==> config.mk <==
export PLATFORM = sky130hd
export DESIGN_NAME = arcade_drive_mixer_gyro_trim_core
export DESIGN_NICKNAME = d
export VERILOG_FILES = /design/src/hw/rtl/adgt_pkg.sv /design/src/hw/rtl/adgt_rescale.sv /design/src/hw/rtl/arcade_drive_mixer_gyro_trim_core.sv
export SDC_FILE = /design/constraint.sdc
export NUM_CORES = 1
export LEC_CHECK = 0
export BUFFER_PORTS_ARGS = -buffer_cell sky130_fd_sc_hd__buf_4
export CORE_UTILIZATION = 65
export DETAILED_ROUTE_END_ITERATION = 7
export PLACE_DENSITY = 0.89
export SETUP_SLACK_MARGIN = 0.15
export SLEW_MARGIN = 30
export SYNTH_ARGS = -nofsm -noshare
export SYNTH_HDL_FRONTEND = slang
export SYNTH_SLANG_ARGS = --single-unit
==> constraint.sdc <==
create_clock -name clk -period 11.64 [get_ports clk]
set_input_delay 1.746 -clock clk [delete_from_list [all_inputs] [get_ports clk]]
set_output_delay 1.746 -clock clk [all_outputs]
set_load 0.02 [all_outputs]
==> src/hw/rtl/adgt_pkg.sv <==
// shared types and constants for the arcade drive mixer with gyro trim
// used by adgt_rescale and arcade_drive_mixer_gyro_trim_core, no dependencies
`default_nettype none

package adgt_pkg;

    localparam int DRIVE_W         = 8;
    localparam int DRIVE_LIMIT     = 127;
    localparam int ARM_MARGIN      = 50;
    localparam int TURN_HALF_BELOW = 80;
    localparam int TURN_3Q_BELOW   = 100;
    localparam int QUO_BITS        = 7;

    typedef enum logic [2:0] {
        ST_IDLE,
        ST_MIX,
        ST_RUN,
        ST_TRIM,
        ST_FINISH
    } state_t;

    typedef enum logic [1:0] {
        REG_GYRO_BASELINE,
        REG_ARM_LOW_LIMIT,
        REG_STICK_DEADBAND,
        REG_TRIM_GAIN
    } cfg_reg_t;

    typedef struct packed {
        logic busy;
        logic done;
    } rs_sts_t;

endpackage

`default_nettype wire

==> src/hw/rtl/adgt_rescale.sv <==
// shared restoring divider that rescales left and right by 127 / peak in turn
// depends on adgt_pkg
`default_nettype none

module adgt_rescale (
    input  wire logic                clk,
    input  wire logic                rst_n,
    input  wire logic                start,
    input  wire logic signed [9:0]   left_in,
    input  wire logic signed [9:0]   right_in,
    input  wire logic        [8:0]   peak,
    output adgt_pkg::rs_sts_t        sts,
    output logic signed [7:0]        left_out,
    output logic signed [7:0]        right_out
);
    import adgt_pkg::*;

    localparam int CntW = $clog2(QUO_BITS);

    logic                  side_reg, side_next;
    logic                  busy_reg, busy_next;
    logic                  done_reg, done_next;
    logic                  neg_reg, neg_next;
    logic [CntW-1:0]       cnt_reg, cnt_next;
    logic [8:0]            rem_reg, rem_next;
    logic [QUO_BITS-1:0]   quo_reg, quo_next;
    logic signed [7:0]     left_out_reg, left_out_next;
    logic signed [7:0]     right_out_reg, right_out_next;

    logic                  last_step;
    logic                  load_right;
    logic signed [9:0]     load_val;
    logic [9:0]            load_abs;
    logic [15:0]           load_prod;
    logic [9:0]            trial;
    logic                  ge;
    logic [9:0]            trial_sub;
    logic [QUO_BITS-1:0]   quo_step;
    logic [7:0]            q_signed;

    always_comb
    begin
        last_step  = (cnt_reg == CntW'(QUO_BITS - 1));
        load_right = busy_reg && last_step && !side_reg;
        load_val   = load_right ? right_in : left_in;
        load_abs   = load_val[9] ? (10'd0 - load_val) : load_val;
        // times 127 as shift and subtract
        load_prod  = {load_abs[8:0], 7'd0} - {7'd0, load_abs[8:0]};
        trial      = {rem_reg, quo_reg[QUO_BITS-1]};
        ge         = (trial >= {1'b0, peak});
        trial_sub  = trial - {1'b0, peak};
        quo_step   = {quo_reg[QUO_BITS-2:0], ge};
        q_signed   = neg_reg ? (8'd0 - {1'b0, quo_step}) : {1'b0, quo_step};
    end

    always_comb
    begin
        side_next      = side_reg;
        busy_next      = busy_reg;
        done_next      = 1'b0;
        neg_next       = neg_reg;
        cnt_next       = cnt_reg;
        rem_next       = rem_reg;
        quo_next       = quo_reg;
        left_out_next  = left_out_reg;
        right_out_next = right_out_reg;
        if (start)
        begin
            side_next = 1'b0;
            busy_next = 1'b1;
        end
        else if (busy_reg)
        begin
            rem_next = ge ? trial_sub[8:0] : trial[8:0];
            quo_next = quo_step;
            cnt_next = cnt_reg + CntW'(1);
            if (last_step)
            begin
                if (!side_reg)
                begin
                    left_out_next = q_signed;
                    side_next     = 1'b1;
                end
                else
                begin
                    right_out_next = q_signed;
                    busy_next      = 1'b0;
                    done_next      = 1'b1;
                end
            end
        end
        // quotient is below 2^7, so the top dividend bits already sit below peak
        if (start || load_right)
        begin
            neg_next = load_val[9];
            cnt_next = '0;
            rem_next = {1'b0, load_prod[14:7]};
            quo_next = load_prod[QUO_BITS-1:0];
        end
    end

    always_ff @(posedge clk or negedge rst_n)
    begin
        if (!rst_n)
        begin
            busy_reg <= 1'b0;
            done_reg <= 1'b0;
            side_reg <= 1'b0;
            cnt_reg  <= '0;
        end
        else
        begin
            busy_reg <= busy_next;
            done_reg <= done_next;
            side_reg <= side_next;
            cnt_reg  <= cnt_next;
        end
    end

    always_ff @(posedge clk)
    begin
        neg_reg       <= neg_next;
        rem_reg       <= rem_next;
        quo_reg       <= quo_next;
        left_out_reg  <= left_out_next;
        right_out_reg <= right_out_next;
    end

    assign sts.busy  = busy_reg;
    assign sts.done  = done_reg;
    assign left_out  = left_out_reg;
    assign right_out = right_out_reg;

endmodule

`default_nettype wire

==> src/hw/rtl/arcade_drive_mixer_gyro_trim_core.sv <==
// arcade drive mixer with gyro trim: deadband, turn scaling, mix, rescale, trim
// depends on adgt_pkg and adgt_rescale
//
// channel  dir  handshake               payload
// s_axis   in   tvalid/tready           tdata: forward, turn, gyro sample, arm
// m_axis   out  tvalid/tready           tdata: left_drive, right_drive
// cfg      in   cfg_we                  cfg_index, cfg_data
//
// a request steps through the mix, run, trim and finish states; in the run state
// the history sum adds one stored error per cycle, and when the mix exceeds 127
// both sides pass in turn through the shared 7-step divider
// reset restores the register defaults and clears the error history
// a result held on m_axis stalls only the last step of the next request
`default_nettype none

module arcade_drive_mixer_gyro_trim_core #(
    parameter int HISTORY_DEPTH = 4,
    parameter int SENSOR_BITS   = 12,
    localparam int InW = ((16 + 2 * SENSOR_BITS + 7) / 8) * 8
) (
    input  wire logic              clk,
    input  wire logic              rst_n,
    input  wire logic              s_axis_tvalid,
    output logic                   s_axis_tready,
    // forward_stick, turn_stick, gyro_sample, arm_position, zero pad
    input  wire logic [InW-1:0]    s_axis_tdata,
    output logic                   m_axis_tvalid,
    input  wire logic              m_axis_tready,
    // left_drive, right_drive
    output logic [15:0]            m_axis_tdata,
    input  wire logic              cfg_we,
    input  wire logic [1:0]        cfg_index,
    input  wire logic [SENSOR_BITS-1:0] cfg_data
);
    import adgt_pkg::*;

    localparam int SB   = SENSOR_BITS;
    localparam int AccW = SB + 1 + $clog2(HISTORY_DEPTH + 1);
    localparam int HCW  = $clog2(HISTORY_DEPTH + 1);
    localparam int HIW  = (HISTORY_DEPTH > 1) ? $clog2(HISTORY_DEPTH) : 1;

    // configuration
    logic [SB-1:0]          gyro_baseline_reg;
    logic [SB-1:0]          arm_low_limit_reg;
    logic [6:0]             stick_deadband_reg;
    logic [7:0]             trim_gain_reg;

    state_t                 state_reg, state_next;

    logic [7:0]             fwd_raw_reg, fwd_raw_next;
    logic [7:0]             turn_raw_reg, turn_raw_next;
    logic [SB-1:0]          sample_reg, sample_next;
    logic [SB-1:0]          arm_reg, arm_next;

    logic signed [9:0]      left_mix_reg, left_mix_next;
    logic signed [9:0]      right_mix_reg, right_mix_next;
    logic [8:0]             peak_reg, peak_next;
    logic                   need_div_reg, need_div_next;
    logic                   rs_go_reg, rs_go_next;
    logic                   div_done_reg, div_done_next;
    logic signed [SB:0]     err_reg, err_next;
    logic signed [AccW-1:0] acc_reg, acc_next;
    logic [HCW-1:0]         hidx_reg, hidx_next;
    logic                   trim_gate_reg, trim_gate_next;
    logic [7:0]             trim_mag_reg, trim_mag_next;
    logic signed [SB:0]     hist_reg [HISTORY_DEPTH];

    logic                   out_valid_reg, out_valid_next;
    logic [7:0]             left_out_reg, left_out_next;
    logic [7:0]             right_out_reg, right_out_next;

    logic                   in_accept;
    logic                   out_free;
    logic                   run_done;
    logic                   rs_start;
    rs_sts_t                rs_sts;
    logic signed [7:0]      rs_left;
    logic signed [7:0]      rs_right;

    // mix datapath
    logic [7:0]             fwd_mag, turn_mag, turn_dz, turn_sm;
    logic [8:0]             turn_x3;
    logic signed [8:0]      fwd_val, turn_val;
    logic signed [9:0]      left_sum, right_sum;
    logic [9:0]             left_abs, right_abs;
    logic [8:0]             peak_val;
    logic [SB:0]            arm_plus;

    // trim datapath
    logic [AccW-1:0]        acc_mag;
    logic [AccW+7:0]        trim_prod;
    logic [AccW-1:0]        trim_full;

    // output datapath
    logic signed [7:0]      base_left, base_right;
    logic signed [9:0]      fin_left, fin_right;

    adgt_rescale u_rescale (
        .clk       (clk),
        .rst_n     (rst_n),
        .start     (rs_start),
        .left_in   (left_mix_reg),
        .right_in  (right_mix_reg),
        .peak      (peak_reg),
        .sts       (rs_sts),
        .left_out  (rs_left),
        .right_out (rs_right)
    );

    always_comb
    begin
        out_free = !out_valid_reg || m_axis_tready;
        run_done = (hidx_reg == HCW'(HISTORY_DEPTH))
                   && (!need_div_reg || div_done_reg || rs_sts.done);
    end

    // next state
    always_comb
    begin
        state_next = state_reg;
        case (state_reg)
            ST_IDLE:
            begin
                if (s_axis_tvalid)
                    state_next = ST_MIX;
            end
            ST_MIX:    state_next = ST_RUN;
            ST_RUN:
            begin
                if (run_done)
                    state_next = ST_TRIM;
            end
            ST_TRIM:   state_next = ST_FINISH;
            ST_FINISH:
            begin
                if (out_free)
                    state_next = ST_IDLE;
            end
            default:   state_next = ST_IDLE;
        endcase
    end

    // control outputs
    always_comb
    begin
        s_axis_tready = (state_reg == ST_IDLE);
        rs_start      = (state_reg == ST_RUN) && rs_go_reg;
        in_accept     = s_axis_tvalid && s_axis_tready;
    end

    // mix arithmetic
    always_comb
    begin
        fwd_mag  = fwd_raw_reg[7] ? (8'd0 - fwd_raw_reg) : fwd_raw_reg;
        turn_mag = turn_raw_reg[7] ? (8'd0 - turn_raw_reg) : turn_raw_reg;
        fwd_val  = (fwd_mag <= {1'b0, stick_deadband_reg}) ? 9'sd0
                   : {fwd_raw_reg[7], fwd_raw_reg};
        turn_dz  = (turn_mag <= {1'b0, stick_deadband_reg}) ? 8'd0 : turn_mag;
        turn_x3  = {1'b0, turn_dz} + {turn_dz, 1'b0};
        if (turn_dz < 8'(TURN_HALF_BELOW))
            turn_sm = {1'b0, turn_dz[7:1]};
        else if (turn_dz < 8'(TURN_3Q_BELOW))
            turn_sm = {1'b0, turn_x3[8:2]};
        else
            turn_sm = turn_dz;
        turn_val  = turn_raw_reg[7] ? (9'sd0 - $signed({1'b0, turn_sm}))
                    : $signed({1'b0, turn_sm});
        left_sum  = 10'(fwd_val) + 10'(turn_val);
        right_sum = 10'(fwd_val) - 10'(turn_val);
        left_abs  = left_sum[9] ? (10'd0 - left_sum) : left_sum;
        right_abs = right_sum[9] ? (10'd0 - right_sum) : right_sum;
        peak_val  = (right_abs > left_abs) ? right_abs[8:0] : left_abs[8:0];
        arm_plus  = {1'b0, arm_reg} + (SB + 1)'(ARM_MARGIN);
    end

    // trim and output arithmetic
    always_comb
    begin
        acc_mag    = AccW'(0) - acc_reg;
        trim_prod  = {8'd0, acc_mag} * {{AccW{1'b0}}, trim_gain_reg};
        trim_full  = trim_prod[AccW+7:8];
        base_left  = need_div_reg ? rs_left : left_mix_reg[7:0];
        base_right = need_div_reg ? rs_right : right_mix_reg[7:0];
        fin_left   = 10'(base_left) - $signed({2'b00, trim_mag_reg});
        fin_right  = 10'(base_right) - $signed({2'b00, trim_mag_reg});
    end

    // datapath next values
    always_comb
    begin
        fwd_raw_next   = fwd_raw_reg;
        turn_raw_next  = turn_raw_reg;
        sample_next    = sample_reg;
        arm_next       = arm_reg;
        left_mix_next  = left_mix_reg;
        right_mix_next = right_mix_reg;
        peak_next      = peak_reg;
        need_div_next  = need_div_reg;
        rs_go_next     = rs_go_reg;
        div_done_next  = div_done_reg;
        err_next       = err_reg;
        acc_next       = acc_reg;
        hidx_next      = hidx_reg;
        trim_gate_next = trim_gate_reg;
        trim_mag_next  = trim_mag_reg;
        out_valid_next = out_valid_reg && !m_axis_tready;
        left_out_next  = left_out_reg;
        right_out_next = right_out_reg;
        case (state_reg)
            ST_IDLE:
            begin
                if (in_accept)
                begin
                    fwd_raw_next  = s_axis_tdata[7:0];
                    turn_raw_next = s_axis_tdata[15:8];
                    sample_next   = s_axis_tdata[16+SB-1:16];
                    arm_next      = s_axis_tdata[16+2*SB-1:16+SB];
                end
            end
            ST_MIX:
            begin
                left_mix_next  = left_sum;
                right_mix_next = right_sum;
                peak_next      = peak_val;
                need_div_next  = (peak_val > 9'(DRIVE_LIMIT));
                rs_go_next     = (peak_val > 9'(DRIVE_LIMIT));
                div_done_next  = 1'b0;
                err_next       = $signed({1'b0, gyro_baseline_reg})
                                 - $signed({1'b0, sample_reg});
                acc_next       = AccW'($signed({1'b0, gyro_baseline_reg})
                                 - $signed({1'b0, sample_reg}));
                hidx_next      = '0;
                trim_gate_next = (arm_plus < {1'b0, arm_low_limit_reg});
            end
            ST_RUN:
            begin
                rs_go_next = 1'b0;
                if (rs_sts.done)
                    div_done_next = 1'b1;
                if (hidx_reg != HCW'(HISTORY_DEPTH))
                begin
                    acc_next  = acc_reg + AccW'(hist_reg[hidx_reg[HIW-1:0]]);
                    hidx_next = hidx_reg + HCW'(1);
                end
            end
            ST_TRIM:
            begin
                if (trim_gate_reg && acc_reg[AccW-1])
                    trim_mag_next = (trim_full > AccW'(255)) ? 8'd255 : trim_full[7:0];
                else
                    trim_mag_next = 8'd0;
            end
            ST_FINISH:
            begin
                if (out_free)
                begin
                    out_valid_next = 1'b1;
                    left_out_next  = (fin_left < -10'sd127) ? 8'(-DRIVE_LIMIT)
                                     : fin_left[7:0];
                    right_out_next = (fin_right < -10'sd127) ? 8'(-DRIVE_LIMIT)
                                     : fin_right[7:0];
                end
            end
            default:
            begin
                out_valid_next = out_valid_reg && !m_axis_tready;
            end
        endcase
    end

    always_ff @(posedge clk or negedge rst_n)
    begin
        if (!rst_n)
        begin
            gyro_baseline_reg  <= SB'(1) << (SB - 1);
            arm_low_limit_reg  <= '0;
            stick_deadband_reg <= 7'd10;
            trim_gain_reg      <= 8'd51;
        end
        else if (cfg_we)
        begin
            case (cfg_reg_t'(cfg_index))
                REG_GYRO_BASELINE:  gyro_baseline_reg  <= cfg_data;
                REG_ARM_LOW_LIMIT:  arm_low_limit_reg  <= cfg_data;
                REG_STICK_DEADBAND: stick_deadband_reg <= cfg_data[6:0];
                REG_TRIM_GAIN:      trim_gain_reg      <= cfg_data[7:0];
                default:            trim_gain_reg      <= trim_gain_reg;
            endcase
        end
    end

    always_ff @(posedge clk or negedge rst_n)
    begin
        if (!rst_n)
        begin
            state_reg     <= ST_IDLE;
            out_valid_reg <= 1'b0;
            need_div_reg  <= 1'b0;
            rs_go_reg     <= 1'b0;
            div_done_reg  <= 1'b0;
            hidx_reg      <= '0;
            trim_gate_reg <= 1'b0;
        end
        else
        begin
            state_reg     <= state_next;
            out_valid_reg <= out_valid_next;
            need_div_reg  <= need_div_next;
            rs_go_reg     <= rs_go_next;
            div_done_reg  <= div_done_next;
            hidx_reg      <= hidx_next;
            trim_gate_reg <= trim_gate_next;
        end
    end

    // error delay line, newest at entry 0
    always_ff @(posedge clk or negedge rst_n)
    begin
        if (!rst_n)
        begin
            for (int i = 0; i < HISTORY_DEPTH; i++)
                hist_reg[i] <= '0;
        end
        else if (state_reg == ST_TRIM)
        begin
            hist_reg[0] <= err_reg;
            for (int i = 1; i < HISTORY_DEPTH; i++)
                hist_reg[i] <= hist_reg[i-1];
        end
    end

    always_ff @(posedge clk)
    begin
        fwd_raw_reg   <= fwd_raw_next;
        turn_raw_reg  <= turn_raw_next;
        sample_reg    <= sample_next;
        arm_reg       <= arm_next;
        left_mix_reg  <= left_mix_next;
        right_mix_reg <= right_mix_next;
        peak_reg      <= peak_next;
        err_reg       <= err_next;
        acc_reg       <= acc_next;
        trim_mag_reg  <= trim_mag_next;
        left_out_reg  <= left_out_next;
        right_out_reg <= right_out_next;
    end

    assign m_axis_tvalid = out_valid_reg;
    assign m_axis_tdata  = {right_out_reg, left_out_reg};

`ifndef SYNTHESIS
    a_busy_after_accept: assert property (@(posedge clk) disable iff (!rst_n)
        s_axis_tvalid && s_axis_tready |=> !s_axis_tready)
        else $error("request accepted while previous one in progress");

    a_divider_in_run: assert property (@(posedge clk) disable iff (!rst_n)
        rs_sts.busy |-> state_reg == ST_RUN)
        else $error("divider busy outside run phase");

    a_divider_only_when_needed: assert property (@(posedge clk) disable iff (!rst_n)
        rs_start |-> need_div_reg)
        else $error("divider started without overflow");

    a_history_index_bound: assert property (@(posedge clk) disable iff (!rst_n)
        hidx_reg <= HCW'(HISTORY_DEPTH))
        else $error("history index past depth");

    a_output_in_range: assert property (@(posedge clk) disable iff (!rst_n)
        m_axis_tvalid |-> left_out_reg != 8'h80 && right_out_reg != 8'h80)
        else $error("drive output outside +-127");
`endif

endmodule

`default_nettype wire

Word level (Yosys, flattened, before mapping)
Index checks and enable logic that the tools add are counted.
- word-level logic and storage cells: 178
- bits in registers: 263
- output and inout port bits: 18
- equality and inequality tests: 16
- reduce and logical (&&, ||, !) cells: 35
- add/sub/neg operators: 21
- $lt $le $gt $ge: 12
- multipliers: 1
- mux-type cells: 53
- bitwise gates (word level): 3
- operator list (cell ; number):
    $mux W8 ; 12
    $mux W9 ; 5
    $pmux W16 S2 ; 1
    $mux W10 ; 3
    $bmux W13 S2 ; 1
    $mux W13 ; 2
    $sub A12 B12 Y13 ; 2
    $mul A16 B8 Y24 ; 1
    $reduce_and A2 Y1 ; 11
    $mux W3 ; 7
    $mux W7 ; 3
    $lt A10 B8 Y1 const B ; 2
    $sub A1 B10 Y10 const A ; 2
    $sub A8 B9 Y10 ; 2
    $add A16 B13 Y16 ; 1
    $gt A16 B8 Y1 const B ; 1
    $le A8 B7 Y1 ; 2
    $lt A8 B7 Y1 const B ; 2
    $mux W16 ; 1
    $sub A1 B16 Y16 const A ; 1
    $sub A1 B8 Y8 const A ; 2
    $pmux W3 S5 ; 1
    $sub A15 B9 Y15 ; 1
    $mux W1 ; 14
    other kinds (34) ; 61

Longest topological paths before layout
- depth in word-level cells: 16
- mapped depth: 44

Cells and area by module
A second synthesis with hierarchy kept.
- cell total of the unflattened synthesis: 2060
- area, all modules: 20323.2 µm²
- by module, submodules not included (module ; instances ; sequential area each (µm²) ; cells an instance ; area an instance (µm²)):
    arcade_drive_mixer_gyro_trim_core ; 1 ; 6164.7 ; 1743 ; 17359.1
    adgt_rescale ; 1 ; 1131.1 ; 317 ; 2964.1

Worst setup path after synthesis
OpenSTA, ideal clock, no wires.
- kind: flip-flop to flip-flop
- from: register turn_raw_reg[3]
- to: register rs_go_reg
- library setup time: 0.120 ns
- arrival: 7.864 ns
- setup slack: 3.656 ns
- buffers on the path: 3
- clock period less this slack: 7.984 ns
- stages on the path, launching flop included: 38
- path through: edfxtp_1 or4_4 o21ai_0 xnor2_1 ha_1 a21o_1 a21oi_1 o21ai_2 a31oi_2 buf_2 nand2b_1 ha_1 a21oi_1 o21ai_1 a22oi_1 o21ai_0 inv_1 ha_1 [2 not listed] ha_1 buf_2 nor2b_1 a221o_1 or3b_2 clkbuf_1 nor4_1 a22oi_1 xnor2_1 ha_1 nand4_1 nor2_1 a21oi_1 o211a_1 a21oi_1 nor2b_1 a221oi_1 a31o_2
- longest elaborated chain between the ends: 16
- elaborated cells on any way between the ends: 21
- classes of those cells: 7 x add/sub; 5 x order compare; 9 x mux
- ends and longest elaborated chain (what ; RTL line ; RTL):
    start, declared ; arcade_drive_mixer_gyro_trim_core.sv:51 ; logic [7:0] turn_raw_reg, turn_raw_next;
    start signal, assigned ; arcade_drive_mixer_gyro_trim_core.sv:335 ; turn_raw_reg <= turn_raw_next;
    $sub A1 B8 Y8 ; arcade_drive_mixer_gyro_trim_core.sv:155 ; turn_mag = turn_raw_reg[7] ? (8'd0 - turn_raw_reg) : turn_raw_reg;
    $mux W8 * ; arcade_drive_mixer_gyro_trim_core.sv:155 ;
    $le A8 B7 Y1 ; arcade_drive_mixer_gyro_trim_core.sv:158 ; turn_dz = (turn_mag <= {1'b0, stick_deadband_reg}) ? 8'd0 : turn_mag;
    $mux W8 * ; arcade_drive_mixer_gyro_trim_core.sv:158 ;
    $add A8 B9 Y9 or $lt A8 B7 Y1 (tied branches) ; arcade_drive_mixer_gyro_trim_core.sv:159, arcade_drive_mixer_gyro_trim_core.sv:162 ;
    $mux W8 ; arcade_drive_mixer_gyro_trim_core.sv:162 ; else if (turn_dz < 8'(TURN_3Q_BELOW))
    $mux W8 * ; arcade_drive_mixer_gyro_trim_core.sv:160 ; if (turn_dz < 8'(TURN_HALF_BELOW))
    $sub A1 B8 Y9 ; arcade_drive_mixer_gyro_trim_core.sv:166 ; turn_val = turn_raw_reg[7] ? (9'sd0 - $signed({1'b0, turn_sm}))
    $mux W9 * ; arcade_drive_mixer_gyro_trim_core.sv:166 ;
    $add A9 B9 Y10 * ; arcade_drive_mixer_gyro_trim_core.sv:168 ; left_sum = 10'(fwd_val) + 10'(turn_val);
    via left_sum[5] ; arcade_drive_mixer_gyro_trim_core.sv:84 ; logic signed [9:0] left_sum, right_sum;
    $sub A1 B10 Y10 ; arcade_drive_mixer_gyro_trim_core.sv:170 ; left_abs = left_sum[9] ? (10'd0 - left_sum) : left_sum;
    $mux W10 * ; arcade_drive_mixer_gyro_trim_core.sv:170 ;
    $gt A10 B10 Y1 ; arcade_drive_mixer_gyro_trim_core.sv:172 ; peak_val = (right_abs > left_abs) ? right_abs[8:0] : left_abs[8:0];
    $mux W9 * ; arcade_drive_mixer_gyro_trim_core.sv:172 ;
    $gt A9 B7 Y1 * ; arcade_drive_mixer_gyro_trim_core.sv:226 ; rs_go_next = (peak_val > 9'(DRIVE_LIMIT));
    $pmux W1 S2 * ; arcade_drive_mixer_gyro_trim_core.sv:209 ; case (state_reg)
    end signal, assigned ; arcade_drive_mixer_gyro_trim_core.sv:309 ; rs_go_reg <= rs_go_next;
    end, declared ; arcade_drive_mixer_gyro_trim_core.sv:59 ; logic rs_go_reg, rs_go_next;
Mark *: on every way through the listed nets, which the timed path passes. The rest lies on a longest branch.
A chain may end at the register's enable or synchronous reset.

Worst setup path after layout
- from: register turn_raw_reg[3]
- to: register rs_go_reg
- longest elaborated chain between the ends: 16
- elaborated cells on any way between the ends: 21
- classes of those cells: 7 x add/sub; 5 x order compare; 9 x mux
- ends and longest elaborated chain (what ; RTL line ; RTL):
    $sub A1 B8 Y8 ; arcade_drive_mixer_gyro_trim_core.sv:155 ;
    $mux W8 * ; arcade_drive_mixer_gyro_trim_core.sv:155 ;
    $le A8 B7 Y1 ; arcade_drive_mixer_gyro_trim_core.sv:158 ;
    $mux W8 * ; arcade_drive_mixer_gyro_trim_core.sv:158 ;
    $add A8 B9 Y9 or $lt A8 B7 Y1 (tied branches) ; arcade_drive_mixer_gyro_trim_core.sv:159, arcade_drive_mixer_gyro_trim_core.sv:162 ;
    $mux W8 ; arcade_drive_mixer_gyro_trim_core.sv:162 ;
    $mux W8 * ; arcade_drive_mixer_gyro_trim_core.sv:160 ;
    $sub A1 B8 Y9 ; arcade_drive_mixer_gyro_trim_core.sv:166 ;
    $mux W9 * ; arcade_drive_mixer_gyro_trim_core.sv:166 ;
    $sub A9 B9 Y10 * ; arcade_drive_mixer_gyro_trim_core.sv:169 ; right_sum = 10'(fwd_val) - 10'(turn_val);
    via right_sum[9] ; arcade_drive_mixer_gyro_trim_core.sv:84 ;
    $sub A1 B10 Y10 ; arcade_drive_mixer_gyro_trim_core.sv:171 ; right_abs = right_sum[9] ? (10'd0 - right_sum) : right_sum;
    $mux W10 * ; arcade_drive_mixer_gyro_trim_core.sv:171 ;
    $gt A10 B10 Y1 ; arcade_drive_mixer_gyro_trim_core.sv:172 ;
    $mux W9 * ; arcade_drive_mixer_gyro_trim_core.sv:172 ;
    $gt A9 B7 Y1 * ; arcade_drive_mixer_gyro_trim_core.sv:226 ;
    $pmux W1 S2 * ; arcade_drive_mixer_gyro_trim_core.sv:209 ;
Marks and branches as above.

==> out/results.md <==
| Step | Result | This run |
| --- | --- | --- |
| run status | Outcome | finished, final reports clean |
| synth | Most common flop cell mapped by yosys | sky130_fd_sc_hd__edfxtp_1 |
| synth | Flip-flop and latch count after synthesis | 261 |
| timing | Final number of max-transition violations | 0 |
| routing | Starting DRC count in detailed routing | 1,378 |
| flow run | Max-capacitance violation count | 0 |
| routing | Average wire per standard cell | 18.10 um |
| grt | Number of antenna violations at the first check in global routing | 1 |
| hold path | Path type of the worst min-delay path | register to register |
| floorplan | Starting density of the core | 0.6605 |
| synth | Area of the mapped netlist | 0.02021 mm2 |
| finish | # diodes | 0 |
| worst setup path | Worst Setup Start Kind | register |
| grt | Total Routing Usage GR | 0.3005 |
| synth | Count of mapped cells out of synthesis | 2,083 |
| routing | First drt pass iteration count | 8 |
| worst setup path | Worst Path Buf+Inv | 2 |
| synth | Number of enable-type register cells in the synthesized netlist | 152 |
| finish | Multi-input combinational cell area | 0.01188 mm2 |
| finish | Most frequent cells in the layout | sky130_fd_sc_hd__nand2_1 (362), sky130_fd_sc_hd__inv_1 (223), sky130_fd_sc_hd__ha_1 (173) |
| clocking | CTS tree | built |
| timing | Final count of negative-setup-slack endpoints | 0 |
| clocking | Count of clock tree sinks | 261 |
| synth | Share of async-settable or async-resettable flops after synthesis | 0.4138 |
| grt | Maximum number of pins on one net before global-route repair | 71 |
| timing | Peak Freq | 106.4 MHz |
| place | Placed wire-length estimate after detailed placement | 33,830 um |
| grt | Vias in the first global route | 15,840 |
| routing | Via Count | 15,490 |
| worst setup path | Most frequent cell on the critical path | sky130_fd_sc_hd__ha_1 |
| worst setup path | Type of the setup path with the least slack | register to register |
| clocking | Post-CTS Setup Bufs | 0 |
| clocking | Clock Root Buffer | sky130_fd_sc_hd__clkbuf_16 |
| worst setup path | Largest fanout of any net on the critical path | 15 |
| routing | Detailed-route vias per instance | 6.046 |
| clocking | Count of cells resized by post-cts repair | 0 |
| floorplan | Io pins | 77 |
| floorplan | Area of the die | 0.03179 mm2 |
| clocking | Count of hold buffers inserted by post-cts repair | 0 |
| grt | Remaining global-route overflow | 0 |
| floorplan | CORE AREA | 0.03059 mm2 |
| clocking | Clk buf depth | 3 |
| clocking | Number of buffers added by the clock tree synthesis step | 29 |
| timing | Tightest Pin Transition | 0.9905 ns |
| place | Count of input and output buffers | 76 |
| worst setup path | Slowest cell on the critical path | sky130_fd_sc_hd__or4_4 |
| routing | Routed wire length | 46,380 um |
| floorplan | X dimension of the die | 178.3 um |
| timing | Post-route fraction of the period consumed by the critical path | 0.8073 |
| synth | Post-synthesis sequential area ratio | 0.3611 |
| routing | Number of design rule violations left after detail routing | 0 |
| clocking | Number of H-tree levels | 1 |
| timing | Count of endpoints failing hold in the final timing report | 0 |
| finish | Post-layout nets | 2,466 |
| routing | Residual antenna-violating net count after detailed routing | 0 |
| floorplan | Die Span Y | 178.3 um |
| timing | Hold WS | 0.4454 ns |
| worst setup path | Slowest stage delay, CP | 0.56 ns |
| worst setup path | Kind of end point of the critical path | register |
| clocking | Clk_lat worst skew | 0.58 ns |
| synth | Number of distinct library cell variants in the gate-level netlist after synthesis | 85 |
| finish | Max reg flops | 52 |
| clocking | Clock transition at path regs | 0.07 ns |
| finish | FILL cells | 2,054 |
| timing | Setup TNS | 0 ns |
| worst setup path | Worst path top cell family by delay | compound AO/OA/AOI/OAI gates |
| synth | Yosys warning count | 0 |
| floorplan | Std-Cell Rows | 64 |
| grt | First-pass GRT wire length | 75,930 um |
| synth | Mean instance size in the synthesized netlist | 9.700 um2 |
| place | Routability congestion estimate from global placement | 0.9567 |
| worst setup path | Worst path arrival time | 9.91 ns |
| worst setup path | Required time worst endpoint | 12.15 ns |
| synth | Total nets after synthesis | 2,406 |
| timing | Post-layout minimum cycle time | 9.397 ns |
| finish | Most frequent standard cell in the layout excluding fill and tap cells | sky130_fd_sc_hd__nand2_1 |
| timing | Worst-case clock skew | 0.01753 ns |
| finish | Sequential cell area | 0.007297 mm2 |
| finish | Fraction of final layout cells sized beyond drive strength 1 | 0.1080 |
| timing | Setup repair after global routing missed its margin | no |
| timing | Relative slew slack | 0.3336 |
| finish | Synthesis-to-finish area growth | 9.604% |
[metrics by stage]
step	util	setup WS, ns	area [um2]	std cells
floorplan	-	3.656	20210	2083
global route	0.7240	1.503	22150	2562
global placement	0.6898	2.483	21100	2508
CTS	0.7235	2.029	22130	2562
finish	0.7240	2.243	22150	2562
detailed placement	0.6898	2.055	21100	2508
[metal layers]
layer | track usage | up-vias | share of wire
li1 | - | 7251 | -
met1 | 0.3680 | 7508 | 0.39
met2 | 0.5498 | 623 | 0.51
met3 | 0.03836 | 105 | 0.065
met4 | 0.09145 | 2 | 0.027
met5 | 0 | - | 0.00028
[path summary, 6_finish.rpt]
kind	slack, ns	cells after the start	start	to
max	2.24	35	turn_raw_reg[3]	rs_go_reg
min	0.45	2	err_reg[11]	hist_reg[50]
max reg2reg	2.24	35	turn_raw_reg[3]	rs_go_reg
min reg2reg	0.45	2	err_reg[11]	hist_reg[50]
max in group asynchronous	9.47	2	rst_n	hist_reg[10]
min in group asynchronous	1.14	1	rst_n	stick_deadband_reg[0]
[cell type report]
cell class,instances,share of cell area
multi-input cells,1547,0.5364
flip-flops and latches,261,0.3295
clock buffers,46,0.04322
inverters,225,0.03819
repair buffers,79,0.02695
well taps,396,0.02237
clock inverters,8,0.003333
[synth_stat cells (18+ instances only)]
master,n,share of area
sky130_fd_sc_hd__nand2_1,362,0.067
sky130_fd_sc_hd__inv_1,223,0.041
sky130_fd_sc_hd__ha_1,173,0.11
sky130_fd_sc_hd__edfxtp_1,152,0.23
sky130_fd_sc_hd__dfrtp_1,101,0.13
sky130_fd_sc_hd__fa_1,91,0.090
sky130_fd_sc_hd__nor2_1,88,0.016
sky130_fd_sc_hd__o21ai_0,87,0.022
sky130_fd_sc_hd__a21oi_1,85,0.021
sky130_fd_sc_hd__xnor2_1,81,0.035
sky130_fd_sc_hd__and2_1,64,0.020
sky130_fd_sc_hd__xor2_1,53,0.023
sky130_fd_sc_hd__mux2_2,52,0.029
sky130_fd_sc_hd__nand3_1,42,0.010
sky130_fd_sc_hd__clkbuf_1,41,0.0076
sky130_fd_sc_hd__nor2b_1,37,0.011
sky130_fd_sc_hd__nor3_1,26,0.0064
sky130_fd_sc_hd__a21o_1,25,0.0093
sky130_fd_sc_hd__nand2b_1,24,0.0074
sky130_fd_sc_hd__mux2i_1,18,0.0089
[logic make-up after synthesis]
group | synth area share
flops | 0.3611
compound gates | 0.1090
xor+xnor | 0.05808
buf+inv | 0.05177
fa+ha+maj | 0.1973
mux | 0.05313
simple gates | 0.1697
[worst reg2reg max path, delay by kind of cell, from the launching register on]
kind	cells	cell delay, ns
AO/OA/AOI/OAI	19	5.21
adder cells (fa/ha/maj)	5	1.57
AND/OR/NAND/NOR	6	1.36
XOR/XNOR	3	0.48
flip-flops	1	0.42
buffers and inverters	2	0.30
Power is not shown: default switching activity piles up to over one toggle a cycle in this logic, so the estimate is an artifact.
